[config.mk]
export PLATFORM = sky130hd
export DESIGN_NAME = delimiter_field_splitter
export DESIGN_NICKNAME = d
export VERILOG_FILES = /design/src/rtl/core/dfs_pkg.sv /design/src/rtl/core/dfs_step.sv /design/src/rtl/core/dfs_fifo.sv /design/src/rtl/core/delimiter_field_splitter.sv
export VERILOG_INCLUDE_DIRS = /design/src /design/src/rtl/core
export SDC_FILE = /design/constraint.sdc
export NUM_CORES = 1
export LEC_CHECK = 0
export ABC_AREA = 1
export BUFFER_PORTS_ARGS = -buffer_cell sky130_fd_sc_hd__buf_4
export CAP_MARGIN = 20
export CORE_ASPECT_RATIO = 0.7
export CORE_UTILIZATION = 48
export DETAILED_ROUTE_END_ITERATION = 16
export SYNTH_ARGS = -nofsm -noshare
export SYNTH_HDL_FRONTEND = slang
export SYNTH_SLANG_ARGS = --single-unit
[constraint.sdc]
create_clock -name aclk -period 20.2 [get_ports aclk]
set_input_delay 4.04 -clock aclk [delete_from_list [all_inputs] [get_ports aclk]]
set_output_delay 4.04 -clock aclk [all_outputs]
set_load 0.05 [all_outputs]
[src/rtl/core/delimiter_field_splitter_assert.svh]
// assertion macros shared by the splitter modules
`ifndef DELIMITER_FIELD_SPLITTER_ASSERT_SVH
`define DELIMITER_FIELD_SPLITTER_ASSERT_SVH

`ifndef NO_ASSERTIONS

`define DFS_ASSERT(label, clk, rstn, prop, msg) \
    label: assert property (@(posedge clk) disable iff (!rstn) (prop)) else $error(msg);

`define DFS_ASSERT_IMPL(label, clk, rstn, cond, prop, msg) \
    label: assert property (@(posedge clk) disable iff (!rstn) (cond) |-> (prop)) \
        else $error(msg);

`define DFS_ASSERT_NEXT(label, clk, rstn, cond, prop, msg) \
    label: assert property (@(posedge clk) disable iff (!rstn) (cond) |=> (prop)) \
        else $error(msg);

`else

`define DFS_ASSERT(label, clk, rstn, prop, msg)
`define DFS_ASSERT_IMPL(label, clk, rstn, cond, prop, msg)
`define DFS_ASSERT_NEXT(label, clk, rstn, cond, prop, msg)

`endif

`endif

[src/rtl/core/dfs_pkg.sv]
`timescale 1ns / 1ps

package dfs_pkg;

    localparam int MAX_DELIM = 8;
    localparam int MAX_LEN   = 65536;
    localparam int POS_W     = $clog2(MAX_LEN + 1);
    localparam int DIDX_W    = $clog2(MAX_DELIM);
    localparam int DLEN_W    = 4;
    localparam int CNT_W     = 17;
    localparam int LIM_W     = 17;
    localparam int OFS_W     = 16;

    localparam logic [POS_W-1:0] POS_MAX = POS_W'(MAX_LEN);

    localparam int FIFO_DEPTH = 4;
    localparam int FIFO_PTR_W = $clog2(FIFO_DEPTH);
    localparam int FIFO_CNT_W = $clog2(FIFO_DEPTH + 1);

    // configuration register indexes
    localparam int CFG_IDX_W = 3;
    localparam logic [CFG_IDX_W-1:0] REG_DELIM_BYTES = 3'd0;
    localparam logic [CFG_IDX_W-1:0] REG_DELIM_LEN   = 3'd1;
    localparam logic [CFG_IDX_W-1:0] REG_KEEP_EMPTY  = 3'd2;
    localparam logic [CFG_IDX_W-1:0] REG_MAX_FIELDS  = 3'd3;

    localparam logic [63:0]       RST_DELIM_BYTES = 64'd0;
    localparam logic [DLEN_W-1:0] RST_DELIM_LEN   = 4'd1;
    localparam logic              RST_KEEP_EMPTY  = 1'b0;
    localparam logic [LIM_W-1:0]  RST_MAX_FIELDS  = '1;

    typedef struct packed {
        logic [63:0]       delimiter_bytes;
        logic [DLEN_W-1:0] delimiter_length;
        logic              keep_empty;
        logic [LIM_W-1:0]  max_fields;
    } cfg_t;

    typedef struct packed {
        logic [MAX_DELIM-1:0][7:0] window;
        logic [POS_W-1:0]          pos;
        logic [POS_W-1:0]          cut;
        logic [CNT_W-1:0]          fields;
        logic                      limit_hit;
    } split_state_t;

    typedef struct packed {
        logic [OFS_W-1:0] field_start;
        logic [OFS_W-1:0] field_length;
        logic [CNT_W-1:0] field_number;
        logic             final_field;
        logic             last_of_run;
    } result_t;

    typedef struct packed {
        logic [1:0] count;
        result_t    res0;
        result_t    res1;
    } step_out_t;

    function automatic logic [OFS_W-1:0] clip16(input logic [POS_W-1:0] v);
        logic [POS_W+OFS_W-1:0] wide;
        wide = (POS_W + OFS_W)'(v);
        return (wide > (POS_W + OFS_W)'({OFS_W{1'b1}})) ? {OFS_W{1'b1}} : OFS_W'(v);
    endfunction

    function automatic logic [CNT_W-1:0] bump(input logic [CNT_W-1:0] n);
        return (n == {CNT_W{1'b1}}) ? n : n + 1'b1;
    endfunction

endpackage

[src/rtl/core/dfs_step.sv]
`timescale 1ns / 1ps

module dfs_step (
    input  dfs_pkg::cfg_t         cfg,
    input  dfs_pkg::split_state_t cur,
    input  logic [7:0]            byte_value,
    input  logic                  last_byte,
    output dfs_pkg::split_state_t nxt,
    output dfs_pkg::step_out_t    out
);

    logic [dfs_pkg::DLEN_W-1:0]           len_eff;
    logic [dfs_pkg::DIDX_W-1:0]           len_idx;
    logic [dfs_pkg::MAX_DELIM-1:0][7:0]   win_new;
    logic [dfs_pkg::MAX_DELIM-1:0]        match_vec;
    logic                                 match;
    logic                                 lim_pos;
    logic                                 lim_neg;
    logic [dfs_pkg::OFS_W-1:0]            lim_mag;
    logic [dfs_pkg::POS_W-1:0]            pos_new;
    logic [dfs_pkg::POS_W-1:0]            span;
    logic [dfs_pkg::POS_W-1:0]            flen;
    logic [dfs_pkg::POS_W-1:0]            cut;
    logic [dfs_pkg::CNT_W-1:0]            fe_a;
    logic                                 lh;
    logic                                 emit_a;
    logic                                 emit_b;
    logic [dfs_pkg::POS_W-1:0]            start_b;
    logic [dfs_pkg::POS_W-1:0]            len_b;
    dfs_pkg::result_t                     res_a;
    dfs_pkg::result_t                     res_b;

    always_comb begin
        if (cfg.delimiter_length == '0) begin
            len_eff = dfs_pkg::DLEN_W'(1);
        end else if (cfg.delimiter_length > dfs_pkg::DLEN_W'(dfs_pkg::MAX_DELIM)) begin
            len_eff = dfs_pkg::DLEN_W'(dfs_pkg::MAX_DELIM);
        end else begin
            len_eff = cfg.delimiter_length;
        end
        len_idx = dfs_pkg::DIDX_W'(len_eff - 1'b1);

        win_new[0] = byte_value;
        for (int i = 1; i < dfs_pkg::MAX_DELIM; i++) begin
            win_new[i] = cur.window[i-1];
        end

        // one compare per possible delimiter length, window newest first
        for (int l = 0; l < dfs_pkg::MAX_DELIM; l++) begin
            match_vec[l] = 1'b1;
            for (int k = 0; k < dfs_pkg::MAX_DELIM; k++) begin
                if (k <= l) begin
                    if (win_new[l-k] != cfg.delimiter_bytes[8*k +: 8]) begin
                        match_vec[l] = 1'b0;
                    end
                end
            end
        end
        match = match_vec[len_idx];

        lim_neg = cfg.max_fields[dfs_pkg::LIM_W-1];
        lim_mag = cfg.max_fields[dfs_pkg::OFS_W-1:0];
        lim_pos = !lim_neg && (lim_mag != '0);

        pos_new = (cur.pos == dfs_pkg::POS_MAX) ? cur.pos : cur.pos + 1'b1;
        span    = pos_new - cur.cut;
        flen    = span - dfs_pkg::POS_W'(len_eff);

        fe_a   = cur.fields;
        lh     = cur.limit_hit;
        cut    = cur.cut;
        emit_a = 1'b0;
        if (!cur.limit_hit && (span >= dfs_pkg::POS_W'(len_eff)) && match) begin
            if ((flen != '0) || cfg.keep_empty) begin
                if (lim_pos && ((dfs_pkg::CNT_W + 1)'(cur.fields) + 1'b1
                                >= (dfs_pkg::CNT_W + 1)'(lim_mag))) begin
                    lh = 1'b1;
                end else begin
                    fe_a   = dfs_pkg::bump(cur.fields);
                    emit_a = 1'b1;
                end
            end
            if (!lh) begin
                cut = pos_new;
            end
        end

        // tail field on the final byte
        emit_b  = 1'b0;
        start_b = cut;
        len_b   = pos_new - cut;
        if (last_byte) begin
            if (lh || (cut < pos_new)) begin
                emit_b = 1'b1;
            end else if (cfg.keep_empty && (lim_neg || ((dfs_pkg::CNT_W + 1)'(fe_a)
                                            < (dfs_pkg::CNT_W + 1)'(lim_mag)))) begin
                emit_b  = 1'b1;
                start_b = pos_new;
                len_b   = '0;
            end
        end

        res_a.field_start  = dfs_pkg::clip16(cur.cut);
        res_a.field_length = dfs_pkg::clip16(flen);
        res_a.field_number = fe_a;
        res_a.final_field  = last_byte && !emit_b;
        res_a.last_of_run  = !emit_b;

        res_b.field_start  = dfs_pkg::clip16(start_b);
        res_b.field_length = dfs_pkg::clip16(len_b);
        res_b.field_number = dfs_pkg::bump(fe_a);
        res_b.final_field  = 1'b1;
        res_b.last_of_run  = 1'b1;

        out.res1 = res_b;
        if (emit_a) begin
            out.res0  = res_a;
            out.count = emit_b ? 2'd2 : 2'd1;
        end else begin
            out.res0  = res_b;
            out.count = emit_b ? 2'd1 : 2'd0;
        end

        if (last_byte) begin
            nxt = '0;
        end else begin
            nxt.window    = win_new;
            nxt.pos       = pos_new;
            nxt.cut       = cut;
            nxt.fields    = fe_a;
            nxt.limit_hit = lh;
        end
    end

endmodule

[src/rtl/core/dfs_fifo.sv]
`timescale 1ns / 1ps
`include "delimiter_field_splitter_assert.svh"

module dfs_fifo (
    input  logic               aclk,
    input  logic               aresetn,
    input  dfs_pkg::step_out_t push,
    input  logic               pop_ready,
    output dfs_pkg::result_t   head,
    output logic               head_valid,
    output logic               room
);

    dfs_pkg::result_t                 mem_reg [dfs_pkg::FIFO_DEPTH];
    logic [dfs_pkg::FIFO_PTR_W-1:0]   wr_ptr_reg;
    logic [dfs_pkg::FIFO_PTR_W-1:0]   wr_ptr_next;
    logic [dfs_pkg::FIFO_PTR_W-1:0]   wr_ptr_inc;
    logic [dfs_pkg::FIFO_PTR_W-1:0]   rd_ptr_reg;
    logic [dfs_pkg::FIFO_PTR_W-1:0]   rd_ptr_next;
    logic [dfs_pkg::FIFO_CNT_W-1:0]   cnt_reg;
    logic [dfs_pkg::FIFO_CNT_W-1:0]   cnt_next;
    logic                             pop;

    assign head       = mem_reg[rd_ptr_reg];
    assign head_valid = (cnt_reg != '0);
    // space for the two beats a single byte can produce
    assign room       = (cnt_reg <= dfs_pkg::FIFO_CNT_W'(dfs_pkg::FIFO_DEPTH - 2));
    assign pop        = head_valid && pop_ready;

    always_comb begin
        wr_ptr_inc  = wr_ptr_reg + 1'b1;
        wr_ptr_next = wr_ptr_reg + dfs_pkg::FIFO_PTR_W'(push.count);
        rd_ptr_next = pop ? rd_ptr_reg + 1'b1 : rd_ptr_reg;
        cnt_next    = cnt_reg + dfs_pkg::FIFO_CNT_W'(push.count)
                      - dfs_pkg::FIFO_CNT_W'(pop);
    end

    always_ff @(posedge aclk) begin
        if (!aresetn) begin
            wr_ptr_reg <= '0;
            rd_ptr_reg <= '0;
            cnt_reg    <= '0;
        end else begin
            wr_ptr_reg <= wr_ptr_next;
            rd_ptr_reg <= rd_ptr_next;
            cnt_reg    <= cnt_next;
        end
    end

    always_ff @(posedge aclk) begin
        if (push.count != 2'd0) begin
            mem_reg[wr_ptr_reg] <= push.res0;
        end
        if (push.count == 2'd2) begin
            mem_reg[wr_ptr_inc] <= push.res1;
        end
    end

    `DFS_ASSERT(a_fifo_bound, aclk, aresetn, cnt_reg <= dfs_pkg::FIFO_CNT_W'(dfs_pkg::FIFO_DEPTH), "result queue over depth")
    `DFS_ASSERT_IMPL(a_fifo_push_fits, aclk, aresetn, push.count != 2'd0, ({1'b0, cnt_reg} + {2'b0, push.count}) <= (dfs_pkg::FIFO_CNT_W + 1)'(dfs_pkg::FIFO_DEPTH), "push overflows result queue")
    `DFS_ASSERT_NEXT(a_fifo_pop_only, aclk, aresetn, pop && (push.count == 2'd0), cnt_reg == $past(cnt_reg) - 1'b1, "pop did not drain one beat")

endmodule

[src/rtl/core/delimiter_field_splitter.sv]
`timescale 1ns / 1ps
`include "delimiter_field_splitter_assert.svh"

// Splits a byte stream on a configured delimiter of 1 to 8 bytes and reports each
// field as start offset, length and one-based number. One byte is taken per cycle:
// the input beat is registered, the window compare and counter update run in one
// pass into a four-entry result queue, so a field reaches m_ through the input
// register and that queue. Each byte yields at most one result, except the
// final byte of a string, which may close a delimited field and the tail field,
// giving two result beats; the input keeps flowing as long as the queue
// has room for two beats. Configuration writes are taken at any time on cfg_ and
// must only be issued while no beat is in flight and no results are pending.
module delimiter_field_splitter (
    input  logic                            aclk,
    input  logic                            aresetn,
    input  logic                            s_valid,
    output logic                            s_ready,
    input  logic [7:0]                      s_byte_value,
    input  logic                            s_last_byte,
    output logic                            m_valid,
    input  logic                            m_ready,
    output logic [dfs_pkg::OFS_W-1:0]       m_field_start,
    output logic [dfs_pkg::OFS_W-1:0]       m_field_length,
    output logic [dfs_pkg::CNT_W-1:0]       m_field_number,
    output logic                            m_final_field,
    output logic                            m_last_of_run,
    input  logic                            cfg_valid,
    output logic                            cfg_ready,
    input  logic [dfs_pkg::CFG_IDX_W-1:0]   cfg_index,
    input  logic [63:0]                     cfg_data
);

    dfs_pkg::cfg_t          cfg_reg;
    dfs_pkg::split_state_t  state_reg;
    dfs_pkg::split_state_t  state_next;
    dfs_pkg::step_out_t     step_out;
    dfs_pkg::step_out_t     push_beat;
    dfs_pkg::result_t       head;
    logic                   in_valid_reg;
    logic [7:0]             in_byte_reg;
    logic                   in_last_reg;
    logic                   room;
    logic                   advance;

    assign cfg_ready = 1'b1;
    assign advance   = in_valid_reg && room;
    assign s_ready   = !in_valid_reg || advance;

    always_ff @(posedge aclk) begin
        if (!aresetn) begin
            cfg_reg.delimiter_bytes  <= dfs_pkg::RST_DELIM_BYTES;
            cfg_reg.delimiter_length <= dfs_pkg::RST_DELIM_LEN;
            cfg_reg.keep_empty       <= dfs_pkg::RST_KEEP_EMPTY;
            cfg_reg.max_fields       <= dfs_pkg::RST_MAX_FIELDS;
        end else if (cfg_valid) begin
            case (cfg_index)
                dfs_pkg::REG_DELIM_BYTES: begin
                    cfg_reg.delimiter_bytes <= cfg_data;
                end
                dfs_pkg::REG_DELIM_LEN: begin
                    cfg_reg.delimiter_length <= cfg_data[dfs_pkg::DLEN_W-1:0];
                end
                dfs_pkg::REG_KEEP_EMPTY: begin
                    cfg_reg.keep_empty <= cfg_data[0];
                end
                dfs_pkg::REG_MAX_FIELDS: begin
                    cfg_reg.max_fields <= cfg_data[dfs_pkg::LIM_W-1:0];
                end
                default: begin
                end
            endcase
        end
    end

    // input stage
    always_ff @(posedge aclk) begin
        if (!aresetn) begin
            in_valid_reg <= 1'b0;
        end else if (s_ready) begin
            in_valid_reg <= s_valid;
        end
    end

    always_ff @(posedge aclk) begin
        if (s_valid && s_ready) begin
            in_byte_reg <= s_byte_value;
            in_last_reg <= s_last_byte;
        end
    end

    dfs_step u_step (
        .cfg        (cfg_reg),
        .cur        (state_reg),
        .byte_value (in_byte_reg),
        .last_byte  (in_last_reg),
        .nxt        (state_next),
        .out        (step_out)
    );

    always_ff @(posedge aclk) begin
        if (!aresetn) begin
            state_reg <= '0;
        end else if (advance) begin
            state_reg <= state_next;
        end
    end

    always_comb begin
        push_beat = step_out;
        if (!advance) begin
            push_beat.count = 2'd0;
        end
    end

    dfs_fifo u_fifo (
        .aclk       (aclk),
        .aresetn    (aresetn),
        .push       (push_beat),
        .pop_ready  (m_ready),
        .head       (head),
        .head_valid (m_valid),
        .room       (room)
    );

    assign m_field_start  = head.field_start;
    assign m_field_length = head.field_length;
    assign m_field_number = head.field_number;
    assign m_final_field  = head.final_field;
    assign m_last_of_run  = head.last_of_run;

    `DFS_ASSERT(a_cut_behind_pos, aclk, aresetn, state_reg.cut <= state_reg.pos,
        "cut ahead of byte position")
    `DFS_ASSERT_NEXT(a_string_clears, aclk, aresetn, advance && in_last_reg,
        state_reg.pos == '0, "string state not cleared after final byte")
    `DFS_ASSERT_IMPL(a_two_only_final, aclk, aresetn, advance && (step_out.count == 2'd2),
        in_last_reg, "two results from a non-final byte")

endmodule

== Word-level counts from Yosys, hierarchy flattened ==
Memory sizes are Yosys's and may differ from the RTL's. A register that Yosys moved wholly into a read port is not among the register bits.
Cells that the tools add are included.

* Memory bits (writable): 204
* Memories: 1
* Bits in registers: 211

{| class="wikitable"
|+ Memory list
! memory !! depth !! width !! read ports !! clocked after Yosys merged registers in !! write ports !! line !! RTL
|-
| u_fifo.mem_reg || 4 || 51 || 1 || 1 || 2 || dfs_fifo.sv:14 || <nowiki>dfs_pkg::result_t mem_reg [dfs_pkg::FIFO_DEPTH];</nowiki>
|}

* Reductions and logical operators: 27
* Equal/unequal tests: 43
* Add/sub/neg operators: 13
* $lt $le $gt $ge: 11
* Multiplexer cells: 79

{| class="wikitable"
|+ Operators with widths
! cell !! number
|-
| $ne A8 B8 Y1 || 36
|-
| $mux W17 || 14
|-
| $mux W108 || 1
|-
| $gt A17 B16 Y1 const B || 4
|-
| $mux W16 || 4
|-
| $mux W53 || 1
|-
| $mux W1 || 52
|-
| $add A17 B1 Y17 const B || 3
|-
| $eq A17 B17 Y1 const B || 3
|-
| $sub A17 B17 Y17 || 2
|-
| $add A17 B1 Y18 const B || 1
|-
| $ge A18 B16 Y1 || 1
|-
| $ge A17 B4 Y1 || 1
|-
| $lt A17 B16 Y1 || 1
|-
| $lt A17 B17 Y1 || 1
|-
| $reduce_bool A17 Y1 || 1
|-
| $sub A17 B4 Y17 || 1
|-
| $reduce_bool A16 Y1 || 1
|-
| $logic_and A1 B1 Y1 || 9
|-
| $mux W2 || 4
|-
| $mux W4 || 2
|-
| $reduce_and A2 Y1 || 4
|-
| $eq A3 B2 Y1 const B || 2
|-
| $add A2 B1 Y2 const B || 2
|-
| other kinds (16) || 22
|}

== Logic depth before layout (Yosys ltp) ==
Gate-level depths: netlist (run 1).

* Word-level depth: 26
* Gate-level depth with buffers: 59

== Cells and area by module ==
A second synthesis (run 1) with hierarchy kept.

* Cell total of the unflattened synthesis: 4,209
* Area total of the unflattened synthesis: 29,125.4 µm²

{| class="wikitable"
|+ Modules (own cells, without submodules)
! module !! times used !! cells an instance !! area an instance (µm²)
|-
| dfs_step || 1 || 2,086 || 10,964.3
|-
| dfs_fifo || 1 || 1,068 || 10,234.8
|-
| delimiter_field_splitter || 1 || 1,055 || 7,926.4
|}

== Worst setup path after synthesis (run 1) ==
Ideal clock, no wire load.

* Kind: reg2reg
* Start: register state_reg[35] (netlist name)
* End: memory u_fifo.mem_reg[0][10] (netlist name), enable pin
* Arrival time: 8.159 ns
* Data required time: 19.791 ns
* Cell stages (with the launch flop): 45
* Path slack: 11.632 ns
* Buffers on the path: 1
* Period minus slack after synthesis: 8.568 ns
* Path through: dfxtp_1 > inv_1 > ha_1 > nand4_1 > nor2_1 > nand3_1 > xor2_1 > ha_1 > inv_1 > fa_1 > xor2_1 > ha_1 > a21oi_1 > nand2_1 > nand2_1 > nand2_1 > nor2_2 > nand2_1 > [9 not listed] > o21ai_0 > inv_1 > ha_1 > inv_1 > nor4_1 > nand2_1 > o311ai_0 > a21oi_2 > a21oi_1 > ha_1 > inv_1 > nor2_1 > inv_1 > nor2_1 > inv_1 > nor2_1 > inv_1 > nand2_1

{| class="wikitable"
|+ RTL lines
! element !! line !! RTL
|-
| from (decl) || delimiter_field_splitter.sv:34 || <nowiki>dfs_pkg::split_state_t state_reg;</nowiki>
|-
| from (signal assigned) || delimiter_field_splitter.sv:104 || <nowiki>state_reg <= state_next;</nowiki>
|-
| to (decl) || dfs_fifo.sv:14 ||
|}

==> impl_metrics.sql, run 1 <==
INSERT INTO impl_metrics (metric_group, metric, value, unit) VALUES
('status', 'status', 'finished clean', ''),
('routing', 'drt_met1_wl', '50700', 'µm'),
('floorplan', 'start_util', '0.486', ''),
('pwr', 'ir_drop', '0.0667', 'mV'),
('synthesis', 'synthMostInstantiatedCell', 'sky130_fd_sc_hd__nand2_1', ''),
('setup_path', 'worstSetupStartpointType', 'flop', ''),
('min_path', 'hold-path-endpoint', 'cfg_reg[80]$_SDFFE_PN0P_', ''),
('synthesis', 'yosys_register_bits', '417', ''),
('sta', 'setup-violations-final', '0', ''),
('global_routing', 'grt_max_degree', '104', ''),
('pwr', 'net-switching-power', '1.10', 'mW'),
('finish', 'largest_reg_flops', '204', ''),
('clock_network', 'postCtsSetupBuffers', '0', ''),
('sta', 'grt_setup_unrepaired', 'no', ''),
('finish', 'n_fill_cell', '5335', ''),
('setup_path', 'r2r_cells', '50', ''),
('finish', 'antenna_cells', '0', ''),
('setup_path', 'cp_data_required_time', '20.53', 'ns'),
('sta', 'final_critical_period', '10.90', 'ns'),
('routing', 'detail_route.wirelength', '111000', 'µm'),
('setup_path', 'timing.critical_path.to_type', 'flop', ''),
('min_path', 'whs_path_depth', '2', ''),
('routing', 'met2_wirelength', '42700', 'µm'),
('clock_network', 'cts_inserted_buffers', '45', ''),
('setup_path', 'critical_path.most_common_cell', 'sky130_fd_sc_hd__nand2_1', ''),
('floorplan', 'num_rows', '73', ''),
('pwr', 'total_power_density_per_cell_area', '92.0', 'nW/µm²'),
('setup_path', 'reg2reg_from', 'state_reg[35]$_SDFFE_PN0P_', ''),
('pwr', 'swShare', '0.392', ''),
('synthesis', 'synth.top_cells.by_area', 'sky130_fd_sc_hd__edfxtp_1, sky130_fd_sc_hd__dfxtp_1, sky130_fd_sc_hd__nand2_1', ''),
('setup_path', 'worst-setup-path-type', 'flop to flop', ''),
('setup_path', 'path_max_fanout', '31', ''),
('finish', 'drive_above_1_share', '0.0963', ''),
('global_routing', 'grt_overflow', '0', ''),
('pwr', 'power.share.clock', '0.325', ''),
('routing', 'dr.first_iter.drc_count', '3814', ''),
('sta', 'worst_slew_pin_slew', '1.16', 'ns'),
('placed_design', 'post-dp-hpwl', '81900', 'µm'),
('synthesis', 'synth-edff-count', '205', ''),
('placed_design', 'io_buffers', '133', ''),
('setup_path', 'critPathSlowestCell', 'sky130_fd_sc_hd__clkinv_1', ''),
('clock_network', 'holdBufCountCts', '0', ''),
('routing', 'wl_met3', '15100', 'µm'),
('sta', 'maxSlewViolCount', '0', ''),
('floorplan', 'io_pins', '135', ''),
('clock_network', 'clock_latency', '0.60', 'ns'),
('floorplan', 'fp.dieArea', '58500', 'µm²'),
('finish', 'p_r_area_growth_vs_syn', '10.7', '%'),
('routing', 'route.top_layer_used', 'met4', ''),
('setup_path', 'worst_ep_arrival_time', '11.23', 'ns'),
('global_routing', 'grt_antenna_before_repair', '1', ''),
('placed_design', 'routabilityCongestion', '1.06', ''),
('routing', 'drt-vias-per-instance', '5.96', ''),
('clock_network', 'cts_resized', '0', ''),
('finish', 'instances_no_fill', '4573', ''),
('floorplan', 'die_height', '203', 'µm'),
('global_routing', 'grt_first_pass_wirelength', '162000', 'µm'),
('pwr', 'seq_power_share', '0.347', ''),
('floorplan', 'core_area', '56800', 'µm²'),
('synthesis', 'postSynthNetCount', '3971', ''),
('routing', 'postRouteAntennaNets', '0', ''),
('synthesis', 'netlist-cell-type-count', '58', ''),
('floorplan', 'die_width', '289', 'µm'),
('synthesis', 'synth_area', '27600', 'µm²'),
('synthesis', 'synth_top_flop_cell', 'sky130_fd_sc_hd__dfxtp_1', ''),
('sta', 'skew', '0.0200', 'ns'),
('sta', 'hold_violations', '0', ''),
('global_routing', 'number_of_global_route_vias_before_repair', '24900', ''),
('min_path', 'hold_start', 'cfg_reg[80]$_SDFFE_PN0P_', ''),
('min_path', 'hold_path.class', 'flop to flop', ''),
('pwr', 'combPwrFrac', '0.328', '');
[placed cells by master, fill, tap and decap left out, types with 14 or more instances in the layout]
| cell type | instances |
|---|---|
| sky130_fd_sc_hd__a21oi_1 | 243 |
| sky130_fd_sc_hd__buf_4 | 169 |
| sky130_fd_sc_hd__clkbuf_16 | 46 |
| sky130_fd_sc_hd__dfxtp_1 | 211 |
| sky130_fd_sc_hd__edfxtp_1 | 205 |
| sky130_fd_sc_hd__ha_1 | 81 |
| sky130_fd_sc_hd__inv_1 | 371 |
| sky130_fd_sc_hd__nand2_1 | 876 |
| sky130_fd_sc_hd__nand2_2 | 21 |
| sky130_fd_sc_hd__nand3_1 | 291 |
| sky130_fd_sc_hd__nand3_2 | 19 |
| sky130_fd_sc_hd__nand4_1 | 86 |
| sky130_fd_sc_hd__nor2_1 | 270 |
| sky130_fd_sc_hd__nor2_2 | 14 |
| sky130_fd_sc_hd__nor3_1 | 39 |
| sky130_fd_sc_hd__o21ai_0 | 312 |
| sky130_fd_sc_hd__o21ai_1 | 32 |
| sky130_fd_sc_hd__o21ai_2 | 20 |
| sky130_fd_sc_hd__o22ai_1 | 97 |
| sky130_fd_sc_hd__xnor2_1 | 163 |
| sky130_fd_sc_hd__xor2_1 | 100 |
[metrics by stage]
step	area, µm²	util	power [mW]	setup slack (ns)	hold slack (ns)
2_1_floorplan	27600	-	1.60	11.63	0.436
3_3_place_gp	28900	0.508	1.88	9.51	0.448
3_5_place_dp	28900	0.509	1.89	9.10	0.457
4_1_cts	30500	0.537	2.80	9.10	0.467
5_1_grt	30600	0.538	2.92	8.46	0.483
6_report	30600	0.538	2.81	9.30	0.461
[worst max-delay path by stage]
stage                                    start                              end  slack [ns]
finish              state_reg[35]$_SDFFE_PN0P_   u_fifo.mem_reg[3][5]$_DFFE_PP_        9.30
global placement    state_reg[35]$_SDFFE_PN0P_   u_fifo.mem_reg[3][6]$_DFFE_PP_        9.51
floorplan           state_reg[35]$_SDFFE_PN0P_  u_fifo.mem_reg[0][10]$_DFFE_PP_       11.63
detailed placement  state_reg[35]$_SDFFE_PN0P_   u_fifo.mem_reg[3][5]$_DFFE_PP_        9.10
CTS                 state_reg[35]$_SDFFE_PN0P_   u_fifo.mem_reg[3][5]$_DFFE_PP_        9.10
global route        state_reg[35]$_SDFFE_PN0P_  u_fifo.mem_reg[3][49]$_DFFE_PP_        8.46
[cell families after synthesis]
kind of cell / after synthesis / synth area share
fa+ha+maj: 85 / 0.0396
other cells: 1 / 0.000136
compound gates: 744 / 0.147
buf+inv: 628 / 0.0898
xor+xnor: 264 / 0.0837
simple gates: 1666 / 0.263
flops: 417 / 0.376
[power by group through the flow]
stage	sequential [mW]	clock (mW)	combinational, mW
after floorplan	0.945	0	0.653
after global placement	0.991	0	0.890
after detailed placement	0.992	0	0.898
after CTS	0.974	0.920	0.902
after global routing	0.979	0.951	0.988
final	0.977	0.913	0.922
[per-layer routing]
layer  up-vias  track usage
met1     12900        0.576
met5         -            0
met3       143        0.114
li1      12600            -
met2      1590        0.502
met4         0       0.0731
[layout make-up]
class                           instances  area, µm²  area share
Clock buffer                           57       1230      0.0403
Clock inverter                         25        362      0.0118
Inverter                              389       1460      0.0479
Multi-Input combinational cell       2760      14800       0.484
Sequential cell                       417      10400       0.340
Tap cell                              750        938      0.0307
Timing Repair Buffer                  175       1380      0.0453
[critical path: cells and delay by family (launching register included)]
kind	cells	cell delay [ns]
AOI/OAI and AO/OA	8	1.97
xor gates and xnor gates	3	0.74
adders and majority gates	5	1.58
buffers and inverters	9	2.16
DFF	1	0.33
and+or+nand+nor	25	3.81
Note: power is estimated with default switching activity, not from simulation.
==> run 2, diff against run 1 <==
--- a/config.mk
+++ b/config.mk
@@ -12,6 +12,7 @@
 export CORE_ASPECT_RATIO = 0.7
 export CORE_UTILIZATION = 48
 export DETAILED_ROUTE_END_ITERATION = 16
+export PLACE_DENSITY = 0.67
 export SYNTH_ARGS = -nofsm -noshare
 export SYNTH_HDL_FRONTEND = slang
 export SYNTH_SLANG_ARGS = --single-unit
==> constraint.sdc (replaced) <==
create_clock -name aclk -period 9 [get_ports aclk]
set_input_delay 1.8 -clock aclk [delete_from_list [all_inputs] [get_ports aclk]]
set_output_delay 1.8 -clock aclk [all_outputs]
set_load 0.05 [all_outputs]
==> run 2 against run 1 <==
  * Sequential power grew 120%
  * Core utilization increased by 0.59 points
  * Critical path depth up 4
==> impl_metrics.sql, run 2 (synthesis results as in run 1) <==
INSERT INTO impl_metrics (metric_group, metric, value, unit) VALUES
('status', 'status', 'finished clean', ''),
('global_routing', 'grt_max_degree', '99', ''),
('min_path', 'hold_path.class', 'flop to flop', ''),
('routing', 'drc', '0', ''),
('setup_path', 'worstSetupStartpointType', 'flop', ''),
('finish', 'drive_above_1_share', '0.108', ''),
('floorplan', 'num_rows', '73', ''),
('global_routing', 'grt_use_met1', '0.532', ''),
('finish', 'n_fill_cell', '5570', ''),
('routing', 'detailed_router_iteration_count_before_antenna_repair', '8', ''),
('pwr', 'total_power_density_per_cell_area', '200', 'nW/µm²'),
('global_routing', 'grt_util_all_layers', '0.349', ''),
('job', 'max_cap_violations', '0', ''),
('setup_path', 'cp_num_buf_inv', '9', ''),
('setup_path', 'worst_ep_arrival_time', '8.68', 'ns'),
('clock_network', 'cts_tree', 'done', ''),
('min_path', 'hold-path-endpoint', 'cfg_reg[81]$_SDFFE_PN0P_', ''),
('sta', 'hold_violations', '0', ''),
('routing', 'postRouteAntennaNets', '0', ''),
('finish', 'nNetsFinal', '3979', ''),
('finish', 'commonest_non_fill_non_tap_cell_in_the_layout', 'sky130_fd_sc_hd__nand2_1', ''),
('setup_path', 'reg2reg_from', 'state_reg[35]$_SDFFE_PN0P_', ''),
('placed_design', 'placedCellCount', '4514', ''),
('sta', 'grt_setup_unrepaired', 'no', ''),
('floorplan', 'start_util', '0.486', ''),
('sta', 'maxSlewViolCount', '0', ''),
('sta', 'final_critical_period', '8.34', 'ns'),
('clock_network', 'cts-htree-levels', '2', ''),
('min_path', 'whs_path_depth', '2', ''),
('setup_path', 'crit_family', 'simple AND/OR/NAND/NOR gates', ''),
('sta', 'worst_slew_pin_slew', '1.04', 'ns'),
('sta', 'maximum_achievable_frequency', '120', 'MHz'),
('routing', 'detail_route.wirelength', '103000', 'µm'),
('setup_path', 'r2r_slack', '0.66', 'ns'),
('pwr', 'leakage', '13.2', 'nW'),
('sta', 'setup-violations-final', '0', ''),
('finish', 'largest_reg_flops', '204', ''),
('placed_design', 'routabilityCongestion', '1.11', ''),
('floorplan', 'io_pins', '135', ''),
('sta', 'layout_worst_path_cycle_share', '0.927', ''),
('clock_network', 'cts-root-to-sink-buffers', '3', ''),
('placed_design', 'placed_cell_area', '29200', 'µm²'),
('floorplan', 'core_area', '56800', 'µm²'),
('finish', 'final_core_util', '0.544', ''),
('floorplan', 'fp.dieArea', '58500', 'µm²'),
('setup_path', 'crit-reg2reg-capture', 'u_fifo.mem_reg[0][20]$_DFFE_PP_', ''),
('global_routing', 'grt_overflow', '0', ''),
('clock_network', 'clock_latency', '0.60', 'ns'),
('sta', 'skew', '0.0262', 'ns'),
('clock_network', 'sink_count_of_the_clock_tree', '417', ''),
('routing', 'vias', '26900', ''),
('finish', 'instances_no_fill', '4598', ''),
('pwr', 'ir_drop', '0.186', 'mV'),
('routing', 'drt-vias-per-instance', '5.86', ''),
('min_path', 'hold_start', 'cfg_reg[81]$_SDFFE_PN0P_', ''),
('floorplan', 'die_width', '289', 'µm'),
('finish', 'seqCellArea', '10400', 'µm²'),
('clock_network', 'holdBufCountCts', '0', ''),
('setup_path', 'critical_path.most_common_cell', 'sky130_fd_sc_hd__nand2_1', ''),
('global_routing', 'grt_use_met2', '0.469', ''),
('global_routing', 'grt_first_pass_wirelength', '154000', 'µm'),
('finish', 'mostFrequentLayoutCells', 'sky130_fd_sc_hd__nand2_1, sky130_fd_sc_hd__inv_1, sky130_fd_sc_hd__o21ai_0', ''),
('pwr', 'total_power', '6.20', 'mW'),
('sta', 'timing.max_slew.rel_slack', '0.307', ''),
('floorplan', 'die_height', '203', 'µm'),
('setup_path', 'worst-setup-path-type', 'flop to flop', ''),
('clock_network', 'ctsRootBufferMaster', 'sky130_fd_sc_hd__clkbuf_16', ''),
('routing', 'avgRoutedWirePerCell', '22.4', 'µm'),
('clock_network', 'clkSlewWorstSetupHoldPaths', '0.06', 'ns'),
('global_routing', 'gr-max-usage-layer', 'met1', ''),
('finish', 'multi_input_area', '14900', 'µm²'),
('finish', 'p_r_area_growth_vs_syn', '11.9', '%'),
('setup_path', 'cp_data_required_time', '9.33', 'ns'),
('setup_path', 'critPathSlowestCell', 'sky130_fd_sc_hd__fa_1', ''),
('global_routing', 'grt_met3_usage', '0.108', ''),
('setup_path', 'worst_path_largest_cell_delay', '0.43', 'ns'),
('finish', 'antenna_cells', '0', ''),
('placed_design', 'post-dp-hpwl', '74500', 'µm'),
('placed_design', 'io_buffers', '133', ''),
('sta', 'final.setup.tns', '0', 'ns'),
('setup_path', 'path_max_fanout', '10', ''),
('clock_network', 'cts_inserted_buffers', '43', ''),
('setup_path', 'timing.critical_path.to_type', 'flop', ''),
('finish', 'stdcell_area', '30900', 'µm²'),
('setup_path', 'r2r_cells', '54', ''),
('global_routing', 'number_of_global_route_vias_before_repair', '24500', ''),
('global_routing', 'grt_antenna_before_repair', '2', ''),
('routing', 'dr.first_iter.drc_count', '3433', '');
[run 2: changes by cell type in the layout (fill, tap and decap cells not counted), sizes merged]
cell      change
clkinvlp      -3
clkbuf        +5
buf          +29
clkinv        -3
bufinv        -3
[run 2: per-stage QoR]
step	hold WS (ns)	worst slack [ns]
final	0.465	0.657
after detailed placement	0.459	0.256
after floorplan	0.436	0.432
after CTS	0.468	0.196
after global placement	0.449	0.477
after global routing	0.490	0.00802
[run 2: worst max-delay path by stage]
stage	from	endpoint	slack (ns)	depth (start not counted)
floorplan	state_reg[35]$_SDFFE_PN0P_	u_fifo.mem_reg[0][10]$_DFFE_PP_	0.43	44
global placement	state_reg[35]$_SDFFE_PN0P_	u_fifo.mem_reg[0][27]$_DFFE_PP_	0.48	51
detailed placement	state_reg[35]$_SDFFE_PN0P_	u_fifo.mem_reg[0][30]$_DFFE_PP_	0.26	51
CTS	state_reg[35]$_SDFFE_PN0P_	u_fifo.mem_reg[1][21]$_DFFE_PP_	0.20	52
global route	state_reg[35]$_SDFFE_PN0P_	u_fifo.mem_reg[1][21]$_DFFE_PP_	0.008	54
finish	state_reg[35]$_SDFFE_PN0P_	u_fifo.mem_reg[0][20]$_DFFE_PP_	0.66	54
[run 2: repair_timing]
item,CTS,global route
setup buffers,0,3
endpoints found under the setup margin,0,405
resized for setup,0,49
[run 2: report_power, final]
group	total (mW)	switching (mW)	internal, mW
clock	1.93	0.814	1.12
combinational	2.09	1.49	0.604
sequential	2.17	0.110	2.06
total	6.20	2.41	3.78
[run 2: layout make-up]
type | count | area share
timing repair buffer | 202 | 0.0546
sequential | 417 | 0.337
multi-input combinational | 2760 | 0.483
clock buffer | 64 | 0.0410
tap | 750 | 0.0304
inverter | 389 | 0.0476
clock inverter | 16 | 0.00716
[run 2: worst reg2reg max path, delay by kind of cell (launching register included)]
kind            cells  cell delay, ns
xor+xnor            4            0.80
flops               1            0.33
fa+ha+maj           5            1.54
compound gates     11            1.58
simple gates       25            2.82
buf+inv             9            1.03
[run 2: per-layer routing]
layer | part of all wire | routed length, µm | vias up
li1 | - | - | 12700
met1 | 0.45 | 46800 | 12600
met2 | 0.39 | 39900 | 1513
met3 | 0.13 | 13800 | 172
met4 | 0.023 | 2400 | 4
met5 | 0.00022 | 23 | -
